--- src/design/motion_direction_detector_core_macros.svh ---
// Assertion macros used by the motion direction detector core.
// Each macro takes a label, the clock and the active low reset first.
`ifndef MOTION_DIRECTION_DETECTOR_CORE_MACROS_SVH
`define MOTION_DIRECTION_DETECTOR_CORE_MACROS_SVH

`ifndef SYNTH

// The consequent must hold in the same cycle as the antecedent.
`define MDD_ASSERT_IMPLIES(label, clk, rst_n, ante, cons) \
    label: assert property (@(posedge clk) disable iff (!rst_n) (ante) |-> (cons)) \
        else $error("assertion failed: same-cycle implication");

// The consequent must hold in the cycle after the antecedent.
`define MDD_ASSERT_NEXT(label, clk, rst_n, ante, cons) \
    label: assert property (@(posedge clk) disable iff (!rst_n) (ante) |=> (cons)) \
        else $error("assertion failed: next-cycle implication");

// The expression must hold at every clock edge out of reset.
`define MDD_ASSERT_ALWAYS(label, clk, rst_n, expr) \
    label: assert property (@(posedge clk) disable iff (!rst_n) (expr)) \
        else $error("assertion failed: invariant");

`else

`define MDD_ASSERT_IMPLIES(label, clk, rst_n, ante, cons)
`define MDD_ASSERT_NEXT(label, clk, rst_n, ante, cons)
`define MDD_ASSERT_ALWAYS(label, clk, rst_n, expr)

`endif

`endif

--- src/design/mdd_pkg.sv ---
package mdd_pkg;

    localparam int ACCEL_W     = 16;
    localparam int RATE_W      = 12;
    localparam int TIME_W      = 32;
    localparam int DIR_W       = 3;
    localparam int THRESH_W    = 22;
    localparam int ENERGY_W    = 24;
    localparam int HOLD_W      = 16;
    localparam int CFG_INDEX_W = 2;
    localparam int CFG_DATA_W  = 24;
    localparam int SQUARE_W    = 23;

    localparam int WINDOW_DEFAULT = 20;

    localparam logic [THRESH_W-1:0] MOTION_THRESHOLD_RESET = THRESH_W'(1500);
    localparam logic [ENERGY_W-1:0] ENERGY_LIMIT_RESET     = ENERGY_W'(3600);
    localparam logic [HOLD_W-1:0]   HOLD_MS_RESET          = HOLD_W'(200);

    localparam logic [CFG_INDEX_W-1:0] CFG_MOTION_THRESHOLD = 2'd0;
    localparam logic [CFG_INDEX_W-1:0] CFG_ENERGY_LIMIT     = 2'd1;
    localparam logic [CFG_INDEX_W-1:0] CFG_HOLD_MS          = 2'd2;

    localparam logic [DIR_W-1:0] MOVE_NONE    = 3'd0;
    localparam logic [DIR_W-1:0] MOVE_RIGHT   = 3'd1;
    localparam logic [DIR_W-1:0] MOVE_LEFT    = 3'd2;
    localparam logic [DIR_W-1:0] MOVE_UP      = 3'd3;
    localparam logic [DIR_W-1:0] MOVE_DOWN    = 3'd4;
    localparam logic [DIR_W-1:0] MOVE_BACK    = 3'd5;
    localparam logic [DIR_W-1:0] MOVE_FORWARD = 3'd6;

    // One accelerometer triple, as held in each cell of the window.
    typedef struct packed {
        logic signed [ACCEL_W-1:0] x;
        logic signed [ACCEL_W-1:0] y;
        logic signed [ACCEL_W-1:0] z;
    } sample_t;

    // Control of the per-axis accumulators.
    typedef struct packed {
        logic clear;
        logic acc_en;
    } acc_ctrl_t;

endpackage

--- src/design/mdd_if.sv ---
interface mdd_sample_if import mdd_pkg::*; ();
    logic                      valid;
    logic                      ready;
    logic signed [ACCEL_W-1:0] accel_x;
    logic signed [ACCEL_W-1:0] accel_y;
    logic signed [ACCEL_W-1:0] accel_z;
    logic signed [RATE_W-1:0]  rate_x;
    logic signed [RATE_W-1:0]  rate_y;
    logic signed [RATE_W-1:0]  rate_z;
    logic [TIME_W-1:0]         time_ms;

    modport source (
        output valid, accel_x, accel_y, accel_z, rate_x, rate_y, rate_z, time_ms,
        input  ready
    );
    modport sink (
        input  valid, accel_x, accel_y, accel_z, rate_x, rate_y, rate_z, time_ms,
        output ready
    );
endinterface

interface mdd_result_if import mdd_pkg::*; ();
    logic             valid;
    logic             ready;
    logic [DIR_W-1:0] direction;
    logic             rotation_freeze;

    modport source (output valid, direction, rotation_freeze, input ready);
    modport sink (input valid, direction, rotation_freeze, output ready);
endinterface

interface mdd_cfg_if import mdd_pkg::*; ();
    logic                   valid;
    logic                   ready;
    logic [CFG_INDEX_W-1:0] index;
    logic [CFG_DATA_W-1:0]  data;

    modport source (output valid, index, data, input ready);
    modport sink (input valid, index, data, output ready);
endinterface

--- src/design/mdd_cell.sv ---
// One stage of the sample window: takes its neighbour's sample on a shift.
module mdd_cell import mdd_pkg::*; (
    input  logic    clk,
    input  logic    shift_en,
    input  sample_t d,
    output sample_t q
);

    sample_t sample_reg;

    always_ff @(posedge clk)
    begin
        if (shift_en)
        begin
            sample_reg <= d;
        end
    end

    assign q = sample_reg;

endmodule

--- src/design/mdd_axis_acc.sv ---
// Sums absolute differences of one axis as the window rotates past the tail,
// and notes whether the newest sample exceeds the oldest.
module mdd_axis_acc import mdd_pkg::*; #(
    parameter int ACC_W = 21
) (
    input  logic                      clk,
    input  acc_ctrl_t                 ctrl,
    input  logic signed [ACCEL_W-1:0] tail,
    input  logic signed [ACCEL_W-1:0] tail_prev,
    input  logic signed [ACCEL_W-1:0] newest,
    input  logic signed [ACCEL_W-1:0] oldest,
    output logic [ACC_W-1:0]          sum,
    output logic                      net_pos
);

    logic [ACC_W-1:0]        sum_reg;
    logic                    net_pos_reg;
    logic signed [ACCEL_W:0] diff;
    logic signed [ACCEL_W:0] net;
    logic [ACCEL_W-1:0]      abs_diff;

    always_comb
    begin
        diff     = {tail[ACCEL_W-1], tail} - {tail_prev[ACCEL_W-1], tail_prev};
        net      = {newest[ACCEL_W-1], newest} - {oldest[ACCEL_W-1], oldest};
        abs_diff = diff[ACCEL_W] ? ACCEL_W'(-diff) : diff[ACCEL_W-1:0];
    end

    always_ff @(posedge clk)
    begin
        if (ctrl.clear)
        begin
            sum_reg     <= '0;
            net_pos_reg <= (net > 0);
        end
        else if (ctrl.acc_en)
        begin
            sum_reg <= sum_reg + ACC_W'(abs_diff);
        end
    end

    assign sum     = sum_reg;
    assign net_pos = net_pos_reg;

endmodule

--- src/design/motion_direction_detector_core.sv ---
// Motion direction detector.
// Each sample item carries three accelerometer readings, three gyro rates and a
// millisecond tick; each accepted item yields exactly one result item with a
// direction code and a rotation freeze flag. Configuration writes go through a
// separate channel that is always ready and must only be used while idle.
// Items are handled one at a time. A warm-up item (the first WINDOW after reset)
// goes straight from ST_IDLE to ST_EMIT. An item cut short by rotation passes
// through ST_SQUARE and ST_ENERGY to ST_EMIT. A detecting item also passes
// through ST_SCAN and ST_JUDGE, since in ST_SCAN the window of cells rotates
// once fully past the difference accumulators, one cell per cycle; the default
// window holds 20 samples.
// The sample side is ready again as soon as the result is loaded, so a new item
// can be taken while the previous result still waits to be collected.
// If the receiver stalls, the finished result waits in the output register and
// the block holds the next result back until the register is free.
// Reset clears the fill count, the freeze state and the output register and
// restores the configuration defaults; the window contents need no clearing
// because nothing is judged before the window has been filled.
`include "motion_direction_detector_core_macros.svh"

module motion_direction_detector_core import mdd_pkg::*; #(
    parameter int WINDOW = WINDOW_DEFAULT
) (
    input  logic         clk,
    input  logic         rst_n,
    mdd_sample_if.sink   sample_ch,
    mdd_result_if.source result_ch,
    mdd_cfg_if.sink      cfg_ch
);

    localparam int ACC_W  = ACCEL_W + $clog2(WINDOW);
    localparam int TOT_W  = ACC_W + 2;
    localparam int FILL_W = $clog2(WINDOW + 1);
    localparam int CNT_W  = $clog2(WINDOW);

    typedef enum logic [2:0] {
        ST_IDLE,
        ST_SQUARE,
        ST_ENERGY,
        ST_SCAN,
        ST_JUDGE,
        ST_EMIT
    } state_t;

    state_t state_reg;

    // Configuration registers.
    logic [THRESH_W-1:0] motion_threshold_reg;
    logic [ENERGY_W-1:0] energy_limit_reg;
    logic [HOLD_W-1:0]   hold_ms_reg;

    // Control state.
    logic [FILL_W-1:0] fill_reg;
    logic [CNT_W-1:0]  scan_cnt_reg;
    logic              frozen_reg;
    logic [TIME_W-1:0] frozen_since_reg;
    logic [DIR_W-1:0]  res_dir_reg;
    logic              res_freeze_reg;
    logic              out_valid_reg;
    logic [DIR_W-1:0]  out_dir_reg;
    logic              out_freeze_reg;

    // Per-item payload.
    logic signed [RATE_W-1:0] rate_x_reg;
    logic signed [RATE_W-1:0] rate_y_reg;
    logic signed [RATE_W-1:0] rate_z_reg;
    logic [TIME_W-1:0]        now_reg;
    logic [SQUARE_W-1:0]      sq_x_reg;
    logic [SQUARE_W-1:0]      sq_y_reg;
    logic [SQUARE_W-1:0]      sq_z_reg;

    logic accept;
    logic shift_en;
    logic scan_last;
    logic out_load;

    sample_t new_sample;
    sample_t chain_d [WINDOW];
    sample_t chain_q [WINDOW];

    acc_ctrl_t        acc_ctrl;
    logic [ACC_W-1:0] sum_x;
    logic [ACC_W-1:0] sum_y;
    logic [ACC_W-1:0] sum_z;
    logic             pos_x;
    logic             pos_y;
    logic             pos_z;

    logic signed [2*RATE_W-1:0] prod_x;
    logic signed [2*RATE_W-1:0] prod_y;
    logic signed [2*RATE_W-1:0] prod_z;
    logic [ENERGY_W:0]          energy;
    logic [TIME_W-1:0]          elapsed;
    logic [TOT_W-1:0]           total;
    logic [DIR_W-1:0]           judged_dir;

    assign accept          = sample_ch.valid && sample_ch.ready;
    assign sample_ch.ready = (state_reg == ST_IDLE);
    assign cfg_ch.ready    = 1'b1;

    assign result_ch.valid           = out_valid_reg;
    assign result_ch.direction       = out_dir_reg;
    assign result_ch.rotation_freeze = out_freeze_reg;

    // The finished result moves into the output register once that is free or
    // is being emptied in the same cycle.
    assign out_load = (state_reg == ST_EMIT) && (!out_valid_reg || result_ch.ready);

    assign new_sample = '{x: sample_ch.accel_x, y: sample_ch.accel_y, z: sample_ch.accel_z};

    // The window is a chain of cells, newest at the head and oldest at the tail.
    // A new item shifts its sample in at the head; during the scan the tail is
    // fed back to the head, so after WINDOW shifts the chain is back in order.
    assign shift_en  = accept || (state_reg == ST_SCAN);
    assign scan_last = (scan_cnt_reg == CNT_W'(WINDOW - 1));

    always_comb
    begin
        chain_d[0] = (state_reg == ST_SCAN) ? chain_q[WINDOW-1] : new_sample;
        for (int i = 1; i < WINDOW; i++)
        begin
            chain_d[i] = chain_q[i-1];
        end
    end

    for (genvar g = 0; g < WINDOW; g++)
    begin : g_cell
        mdd_cell u_cell (
            .clk      (clk),
            .shift_en (shift_en),
            .d        (chain_d[g]),
            .q        (chain_q[g])
        );
    end

    // The tail pair is consecutive in time on every scan step but the last,
    // where it would straddle newest and oldest; that step only restores order.
    assign acc_ctrl.clear  = (state_reg == ST_ENERGY);
    assign acc_ctrl.acc_en = (state_reg == ST_SCAN) && !scan_last;

    mdd_axis_acc #(.ACC_W(ACC_W)) u_acc_x (
        .clk       (clk),
        .ctrl      (acc_ctrl),
        .tail      (chain_q[WINDOW-1].x),
        .tail_prev (chain_q[WINDOW-2].x),
        .newest    (chain_q[0].x),
        .oldest    (chain_q[WINDOW-1].x),
        .sum       (sum_x),
        .net_pos   (pos_x)
    );

    mdd_axis_acc #(.ACC_W(ACC_W)) u_acc_y (
        .clk       (clk),
        .ctrl      (acc_ctrl),
        .tail      (chain_q[WINDOW-1].y),
        .tail_prev (chain_q[WINDOW-2].y),
        .newest    (chain_q[0].y),
        .oldest    (chain_q[WINDOW-1].y),
        .sum       (sum_y),
        .net_pos   (pos_y)
    );

    mdd_axis_acc #(.ACC_W(ACC_W)) u_acc_z (
        .clk       (clk),
        .ctrl      (acc_ctrl),
        .tail      (chain_q[WINDOW-1].z),
        .tail_prev (chain_q[WINDOW-2].z),
        .newest    (chain_q[0].z),
        .oldest    (chain_q[WINDOW-1].z),
        .sum       (sum_z),
        .net_pos   (pos_z)
    );

    // Gyro energy: three squares registered, then summed and compared.
    always_comb
    begin
        prod_x  = rate_x_reg * rate_x_reg;
        prod_y  = rate_y_reg * rate_y_reg;
        prod_z  = rate_z_reg * rate_z_reg;
        energy  = (ENERGY_W + 1)'(sq_x_reg) + (ENERGY_W + 1)'(sq_y_reg)
                + (ENERGY_W + 1)'(sq_z_reg);
        elapsed = now_reg - frozen_since_reg;
        total   = TOT_W'(sum_x) + TOT_W'(sum_y) + TOT_W'(sum_z);
    end

    // A direction is only given when the total reaches the motion threshold and one
    // axis is strictly dominant. A net change of zero on that axis counts as the negative direction.
    always_comb
    begin
        judged_dir = MOVE_NONE;
        if (32'(total) >= 32'(motion_threshold_reg))
        begin
            if (sum_x > sum_y && sum_x > sum_z)
            begin
                judged_dir = pos_x ? MOVE_RIGHT : MOVE_LEFT;
            end
            else if (sum_y > sum_x && sum_y > sum_z)
            begin
                judged_dir = pos_y ? MOVE_UP : MOVE_DOWN;
            end
            else if (sum_z > sum_x && sum_z > sum_y)
            begin
                judged_dir = pos_z ? MOVE_BACK : MOVE_FORWARD;
            end
        end
    end

    always_ff @(posedge clk)
    begin
        if (accept)
        begin
            rate_x_reg <= sample_ch.rate_x;
            rate_y_reg <= sample_ch.rate_y;
            rate_z_reg <= sample_ch.rate_z;
            now_reg    <= sample_ch.time_ms;
        end
        if (state_reg == ST_SQUARE)
        begin
            sq_x_reg <= prod_x[SQUARE_W-1:0];
            sq_y_reg <= prod_y[SQUARE_W-1:0];
            sq_z_reg <= prod_z[SQUARE_W-1:0];
        end
    end

    always_ff @(posedge clk or negedge rst_n)
    begin
        if (!rst_n)
        begin
            state_reg            <= ST_IDLE;
            motion_threshold_reg <= MOTION_THRESHOLD_RESET;
            energy_limit_reg     <= ENERGY_LIMIT_RESET;
            hold_ms_reg          <= HOLD_MS_RESET;
            fill_reg             <= '0;
            scan_cnt_reg         <= '0;
            frozen_reg           <= 1'b0;
            frozen_since_reg     <= '0;
            res_dir_reg          <= MOVE_NONE;
            res_freeze_reg       <= 1'b0;
            out_valid_reg        <= 1'b0;
            out_dir_reg          <= MOVE_NONE;
            out_freeze_reg       <= 1'b0;
        end
        else
        begin
            if (cfg_ch.valid)
            begin
                unique case (cfg_ch.index)
                    CFG_MOTION_THRESHOLD: motion_threshold_reg <= cfg_ch.data[THRESH_W-1:0];
                    CFG_ENERGY_LIMIT:     energy_limit_reg     <= cfg_ch.data[ENERGY_W-1:0];
                    CFG_HOLD_MS:          hold_ms_reg          <= cfg_ch.data[HOLD_W-1:0];
                    default:              ;
                endcase
            end

            if (out_load)
            begin
                out_valid_reg  <= 1'b1;
                out_dir_reg    <= res_dir_reg;
                out_freeze_reg <= res_freeze_reg;
            end
            else if (result_ch.ready)
            begin
                out_valid_reg <= 1'b0;
            end

            unique case (state_reg)
                ST_IDLE:
                begin
                    if (accept)
                    begin
                        res_dir_reg    <= MOVE_NONE;
                        res_freeze_reg <= 1'b0;
                        if (fill_reg < FILL_W'(WINDOW))
                        begin
                            // Warm-up: the sample is stored and nothing is judged.
                            fill_reg  <= fill_reg + FILL_W'(1);
                            state_reg <= ST_EMIT;
                        end
                        else
                        begin
                            state_reg <= ST_SQUARE;
                        end
                    end
                end
                ST_SQUARE:
                begin
                    state_reg <= ST_ENERGY;
                end
                ST_ENERGY:
                begin
                    scan_cnt_reg <= '0;
                    if (energy > (ENERGY_W + 1)'(energy_limit_reg))
                    begin
                        if (!frozen_reg)
                        begin
                            frozen_reg       <= 1'b1;
                            frozen_since_reg <= now_reg;
                        end
                        res_freeze_reg <= 1'b1;
                        state_reg      <= ST_EMIT;
                    end
                    else if (frozen_reg && elapsed <= TIME_W'(hold_ms_reg))
                    begin
                        res_freeze_reg <= 1'b1;
                        state_reg      <= ST_EMIT;
                    end
                    else
                    begin
                        // Hold expired (or never frozen): detect in this item.
                        frozen_reg <= 1'b0;
                        state_reg  <= ST_SCAN;
                    end
                end
                ST_SCAN:
                begin
                    scan_cnt_reg <= scan_cnt_reg + CNT_W'(1);
                    if (scan_last)
                    begin
                        state_reg <= ST_JUDGE;
                    end
                end
                ST_JUDGE:
                begin
                    res_dir_reg <= judged_dir;
                    state_reg   <= ST_EMIT;
                end
                ST_EMIT:
                begin
                    if (out_load)
                    begin
                        state_reg <= ST_IDLE;
                    end
                end
                default:
                begin
                    state_reg <= ST_IDLE;
                end
            endcase
        end
    end

    // A frozen result never carries a direction.
    `MDD_ASSERT_IMPLIES(a_freeze_no_dir, clk, rst_n, out_valid_reg && out_freeze_reg,
        out_dir_reg == MOVE_NONE)
    // Only one item is in work at a time.
    `MDD_ASSERT_NEXT(a_one_item, clk, rst_n, accept, !sample_ch.ready)
    // The fill count saturates at the window length.
    `MDD_ASSERT_ALWAYS(a_fill_bound, clk, rst_n, fill_reg <= FILL_W'(WINDOW))
    // The freeze can only start from the energy decision.
    `MDD_ASSERT_IMPLIES(a_freeze_source, clk, rst_n, $rose(frozen_reg),
        $past(state_reg) == ST_ENERGY)

endmodule
--- src/flat_wrapper.sv ---
// flat-port wrapper written by rule: the top's interface ports become plain ports
module motion_direction_detector_core_flat import mdd_pkg::*;
#(
    parameter int WINDOW = WINDOW_DEFAULT
)
  (clk, rst_n, sample_ch_valid, sample_ch_accel_x, sample_ch_accel_y, sample_ch_accel_z, sample_ch_rate_x, sample_ch_rate_y, sample_ch_rate_z, sample_ch_time_ms, sample_ch_ready, result_ch_valid, result_ch_direction, result_ch_rotation_freeze, result_ch_ready, cfg_ch_valid, cfg_ch_index, cfg_ch_data, cfg_ch_ready);
  mdd_sample_if sample_ch_i ();
  mdd_result_if result_ch_i ();
  mdd_cfg_if cfg_ch_i ();
  input  logic clk;
  input  logic rst_n;
  input wire logic [$bits(sample_ch_i.valid)-1:0] sample_ch_valid;
  input wire logic [$bits(sample_ch_i.accel_x)-1:0] sample_ch_accel_x;
  input wire logic [$bits(sample_ch_i.accel_y)-1:0] sample_ch_accel_y;
  input wire logic [$bits(sample_ch_i.accel_z)-1:0] sample_ch_accel_z;
  input wire logic [$bits(sample_ch_i.rate_x)-1:0] sample_ch_rate_x;
  input wire logic [$bits(sample_ch_i.rate_y)-1:0] sample_ch_rate_y;
  input wire logic [$bits(sample_ch_i.rate_z)-1:0] sample_ch_rate_z;
  input wire logic [$bits(sample_ch_i.time_ms)-1:0] sample_ch_time_ms;
  output wire logic [$bits(sample_ch_i.ready)-1:0] sample_ch_ready;
  output wire logic [$bits(result_ch_i.valid)-1:0] result_ch_valid;
  output wire logic [$bits(result_ch_i.direction)-1:0] result_ch_direction;
  output wire logic [$bits(result_ch_i.rotation_freeze)-1:0] result_ch_rotation_freeze;
  input wire logic [$bits(result_ch_i.ready)-1:0] result_ch_ready;
  input wire logic [$bits(cfg_ch_i.valid)-1:0] cfg_ch_valid;
  input wire logic [$bits(cfg_ch_i.index)-1:0] cfg_ch_index;
  input wire logic [$bits(cfg_ch_i.data)-1:0] cfg_ch_data;
  output wire logic [$bits(cfg_ch_i.ready)-1:0] cfg_ch_ready;
  assign sample_ch_i.valid = sample_ch_valid;
  assign sample_ch_i.accel_x = sample_ch_accel_x;
  assign sample_ch_i.accel_y = sample_ch_accel_y;
  assign sample_ch_i.accel_z = sample_ch_accel_z;
  assign sample_ch_i.rate_x = sample_ch_rate_x;
  assign sample_ch_i.rate_y = sample_ch_rate_y;
  assign sample_ch_i.rate_z = sample_ch_rate_z;
  assign sample_ch_i.time_ms = sample_ch_time_ms;
  assign sample_ch_ready = sample_ch_i.ready;
  assign result_ch_valid = result_ch_i.valid;
  assign result_ch_direction = result_ch_i.direction;
  assign result_ch_rotation_freeze = result_ch_i.rotation_freeze;
  assign result_ch_i.ready = result_ch_ready;
  assign cfg_ch_i.valid = cfg_ch_valid;
  assign cfg_ch_i.index = cfg_ch_index;
  assign cfg_ch_i.data = cfg_ch_data;
  assign cfg_ch_ready = cfg_ch_i.ready;
  motion_direction_detector_core #(.WINDOW(WINDOW)) u_core (.clk(clk), .rst_n(rst_n), .sample_ch(sample_ch_i), .result_ch(result_ch_i), .cfg_ch(cfg_ch_i));
endmodule
--- config.mk ---
export PLATFORM = sky130hd
export DESIGN_NAME = motion_direction_detector_core_flat
export DESIGN_NICKNAME = d
export VERILOG_FILES = /design/src/design/mdd_pkg.sv /design/src/design/mdd_if.sv /design/src/design/mdd_cell.sv /design/src/design/mdd_axis_acc.sv /design/src/design/motion_direction_detector_core.sv /design/src/flat_wrapper.sv
export VERILOG_INCLUDE_DIRS = /design/src /design/src/design
export SDC_FILE = /design/constraint.sdc
export NUM_CORES = 2
export LEC_CHECK = 0
export ABC_AREA = 1
export BUFFER_PORTS_ARGS = -buffer_cell sky130_fd_sc_hd__buf_4
export CORE_MARGIN = 1.5
export CORE_UTILIZATION = 40
export CTS_CLUSTER_SIZE = 30
export DETAILED_ROUTE_END_ITERATION = 10
export PLACE_DENSITY = 0.57
export SYNTH_ARGS = -nofsm -noshare
export SYNTH_HDL_FRONTEND = slang
export SYNTH_HIERARCHICAL = 1
export SYNTH_SLANG_ARGS = --single-unit
--- constraint.sdc ---
create_clock -name clk -period 70.7 [get_ports clk]
set_input_delay 3.535 -clock clk [delete_from_list [all_inputs] [get_ports clk]]
set_output_delay 3.535 -clock clk [all_outputs]
set_load 0.03 [all_outputs]
### Word level (Yosys, flattened, before mapping)

Index checks and enable logic that the tools add are counted.
W data, S select, Z words.

* input port bits: 147
* output and inout bits: 7
* flip-flop bits (word level): 1280
* logic and storage cells: 190

* bitwise gates (word level): 1
* mux-type cells: 29
* equal/unequal tests: 13
* reductions and logical operators: 26
* $mul: 3
* magnitude comparators: 13
* $add $sub $neg: 19

Operators by type and width (number)
* $gt A21 B21 Y1: 6
* $sub A16 B16 Y17: 6
* $mul A12 B12 Y23: 3
* $add A21 B16 Y21: 3
* $gt A17 B1 Y1 const B: 3
* $mux W16: 3
* $mux W48: 1
* $neg A16 Y16: 3
* $mux W3: 12
* $le A32 B16 Y1: 1
* $sub A32 B32 Y32: 1
* $add A25 B23 Y25: 1
* $gt A25 B24 Y1: 1
* $add A23 B23 Y24: 1
* $add A23 B21 Y23: 1
* $ge A23 B22 Y1: 1
* $add A21 B21 Y22: 1
* $pmux W3 S6: 1
* $reduce_and A3 Y1: 4
* $add A5 B1 Y5 const B: 2
* $pmux W5 S2: 1
* $reduce_and A2 Y1: 5
* $reduce_bool A2 Y1: 4
* $logic_and A1 B1 Y1: 7
* other kinds (19): 32

### Longest topological paths before layout

* depth in word-level cells: 7
* gate-level depth with buffers: 30
* mapped depth without buffers: 29

### Modules after synthesis

The synthesis kept the hierarchy.

By module, submodules not included
* motion_direction_detector_core: instances 1, area each 31905.6 µm², sequential area each 6969.2 µm², cells each 3786
* mdd_cell: instances 20, area each 1441.4 µm², sequential area each 1441.4 µm², cells each 48
* mdd_axis_acc: instances 3, area each 4409.2 µm², sequential area each 450.4 µm², cells each 803

### Worst setup path after synthesis

Ideal clock, no wire load.

* kind: input to register
* from: input port sample_ch_valid
* to: register u_core.g_cell[0].u_cell.sample_reg (netlist bit u_core/g_cell[0].u_cell/q[0]) (enable)
* path buffers: 0
* setup time: 6.614 ns
* arrival: 19.037 ns
* setup slack: 45.049 ns
* required time: 64.086 ns
* cell stages on the path: 2
* cell sequence: nand2_1 -> nand2_1

* cells in the longest elaborated chain, start to end: 2

Ends and longest elaborated chain
* start: declaration: line flat_wrapper.sv:12 `input wire logic [$bits(sample_ch_i.valid)-1:0] sample_ch_valid;`
* $logic_and A1 B1 Y1: line motion_direction_detector_core.sv:97 `assign accept = sample_ch.valid && sample_ch.ready;`
* $logic_or A1 B1 Y1: line motion_direction_detector_core.sv:114 `assign shift_en = accept || (state_reg == ST_SCAN);`
* net u_core.shift_en: line motion_direction_detector_core.sv:73 `logic shift_en;`
* end signal: assignment: line mdd_cell.sv:15 `sample_reg <= d;`
* end: declaration: line mdd_cell.sv:9 `sample_t sample_reg;`

The timed path passes the listed nets, and every way through them passes these cells.
A chain may end at the register's enable or synchronous reset.

### Worst setup path after layout

* from: input port sample_ch_valid
* to: register u_core.g_cell[16].u_cell.sample_reg (netlist bit u_core/g_cell[16].u_cell/q[33]) (enable)

* cells in the longest elaborated chain, start to end: 2

Ends and longest elaborated chain (line)
* $logic_and A1 B1 Y1: motion_direction_detector_core.sv:97
* $logic_or A1 B1 Y1: motion_direction_detector_core.sv:114
* net u_core.shift_en: motion_direction_detector_core.sv:73
* end signal: assignment: mdd_cell.sv:15
* end: declaration: mdd_cell.sv:9

The timed path passes the listed nets, and every way through them passes these cells.

==> impl_metrics.yaml <==
outcome:
  status: "finished, final reports clean"
grt:
  grt_max_degree: 200
  grt.total_usage: 0.164
  grt_overflow: 0
  grt_first_pass_wirelength_mm: 245
  grt_antenna_before_repair: 7
  grt_pass1_vias: 47039
floorplan:
  fp.coreArea_mm2: 0.183
  dieArea_mm2: 0.187
  std_cell_rows: 157
  io_pins: 154
  die_h_um: 433
  initial_core_util: 0.403
  die_w_um: 433
timing:
  finalSetupViolCount: 0
  tns_ps: 0
  hold_violations: 0
  rsz0062_at_grt: "false"
  fmax_mhz: 107
  drv_slew: 0
  fin_crit_ps: 9370
  skew_ps: 60.6
  relSlewSlack: 0.302
  fin_crit_sh: 0.133
  worst_pin_slew_ps: 1050
critical_path:
  r2r-start: "u_core/state_reg[1]$_DFFE_PN0P_"
  startpoint: "sample_ch_valid"
  path_max_fanout: 199
  r2r.worst_path.cells: 11
  crit_path_end_kind: "flip-flop"
  crit_path_end: "u_core/g_cell[16].u_cell/q[33]$_DFFE_PP_"
  rr_endpoint: "u_core/g_cell[16].u_cell/q[33]$_DFFE_PP_"
  r2r_slack_ps: 62960
  timing.setup.critical_path_class: "in2reg"
  cp-start-kind: "input port"
  crit_arrival_ps: 9770
  cp_data_required_time_ps: 71100
place:
  globalplace.congestion: 0.902
  port_buffers: 152
  dpl.hpwl_mm: 112
logic_synthesis:
  synth_top_cell_by_area: "edfxtp_1"
  async_reset_ff_frac: 0.0916
  synth_top_area_share: 0.445
  ys_top_cells_by_area: "edfxtp_1 (45%), fa_1 (11%), ha_1 (8.6%)"
  synth_cell_types: 57
  yosys_most_used_dff: "edfxtp_1"
  ys_ff_latch: 1277
  syn_area_per_cell_um2: 10.3
  synth.cell_area_mm2: 0.0740
  yosysSeqAreaShare: 0.502
  syn_nets: 8222
  synth_edf_count: 1097
  synth_cells: 7155
  synth_warnings: 6
route:
  drt-wirelength-per-cell_um: 15.1
  antenna_left: 0
  dr.pass1.iters: 5
  drc: 0
  wirelength_mm: 151
  via_per_inst: 4.73
  num_vias: 47192
  drt_iter0_markers: 2869
flow_run:
  drv_cap: 0
finish:
  drive_above_1_share: 0.0800
  final_common_cell: "nand2_1"
  nets: 8455
  largest_reg_flops: 960
  final_cell_mix: "nand2_1 (1663), inv_1 (1379), edfxtp_1 (1097), ha_1 (509), nor2_1 (427)"
  syn_to_final_growth_pct: 12.2
cts:
  clk_pin_slew_ps: 60
  cts_inserted_buffers: 144
  cts_setup_buffers: 0
  cts_tree: "done"
  clk_path_buf_depth: 3
  clock-sinks: 1277
  holdBufCountCts: 0
  clockRootBuffer: "clkbuf_16"
  post_cts_resized: 0
  clk_latency_ps: 820
  h-tree-depth: 4
worst_hold_path:
  hold_class: "reg2reg"
cells in the mapped netlist (7+ instances only):
master,n
o21a_1,12
o21bai_1,18
nand2_2,42
nand2_1,1664
xor2_1,138
a21oi_2,37
nor2_2,37
dfxtp_1,63
edfxtp_1,1097
o21ai_1,9
a21o_1,25
inv_2,7
ha_1,509
nand4_1,68
or2_2,19
nor2_1,428
and2_1,20
inv_1,1381
xnor2_1,68
fa_1,411
nand3_2,8
dfrtp_1,103
nand3b_1,20
nor3_1,38
clkbuf_1,74
o21ai_2,9
o211ai_1,10
a31oi_1,30
nand2_4,7
a21oi_1,272
dfstp_2,14
o21ai_0,182
nand3_1,276
area by class of cell:
cell class | instances | area [µm²]
antenna | 3 | 7.51
fill | 17236 | 100000
multi-input combinational | 4402 | 31200
clock buffer | 174 | 3770
clock inverter | 92 | 1230
timing repair buffer | 172 | 1320
inverter | 1391 | 5240
tap | 2464 | 3080
sequential | 1277 | 37100
worst min path at each step:
stage | from | to | slack, ps | cells after the start
after floorplan | u_core/g_cell[9].u_cell/q[0]$_DFFE_PP_ | u_core/g_cell[10].u_cell/q[0]$_DFFE_PP_ | 400 | 0
final | u_core/g_cell[12].u_cell/q[0]$_DFFE_PP_ | u_core/g_cell[13].u_cell/q[0]$_DFFE_PP_ | 390 | 0
after global routing | u_core/g_cell[8].u_cell/q[12]$_DFFE_PP_ | u_core/g_cell[9].u_cell/q[12]$_DFFE_PP_ | 400 | 0
after detailed placement | u_core/g_cell[9].u_cell/q[2]$_DFFE_PP_ | u_core/g_cell[10].u_cell/q[2]$_DFFE_PP_ | 400 | 0
after global placement | u_core/g_cell[3].u_cell/q[25]$_DFFE_PP_ | u_core/g_cell[4].u_cell/q[25]$_DFFE_PP_ | 400 | 0
after CTS | u_core/g_cell[12].u_cell/q[0]$_DFFE_PP_ | u_core/g_cell[13].u_cell/q[0]$_DFFE_PP_ | 390 | 0
worst max-delay path: stages:
cell,delay [ps]
buf_4,120
nand2_1,170
nand2_4,510
buf_4,880
buf_12,780
buf_4,830
buf_12,800
buf_4,900
buf_4,800
metrics by stage:
step           worst slack [ps]  cell area, µm²  utilization  cells  hold WS [ps]
2_1_floorplan             45050           74000            -   7155           400
3_3_place_gp              60640           78000        0.425   9706           401
3_5_place_dp              60480           78000        0.425   9706           405
4_1_cts                   61350           83000        0.452   9972           386
5_1_grt                   60780           83000        0.452   9975           397
6_report                  61330           83000        0.452   9975           392
logic make-up after synthesis:
kind of cell               Yosys count  share of synthesized area
and+or+nand+nor                   2643                      0.150
buffers and inverters             1476                     0.0764
DFF                               1277                      0.502
adders and majority gates          920                      0.197
AOI/OAI and AO/OA                  624                     0.0481
xor gates and xnor gates           209                     0.0251
muxes                                4                   0.000609
other                                2                   0.000102
metal layers:
metal | routed length, µm | global-route usage | vias up
met4 | 4070 | 0.0520 | 0
met1 | 71300 | 0.227 | 22747
met5 | 0 | 0 | -
met3 | 5360 | 0.0248 | 214
met2 | 70000 | 0.265 | 681
li1 | - | - | 23550
Power is not shown: default switching activity piles up to over one toggle a cycle in this logic, so the estimate is an artifact.
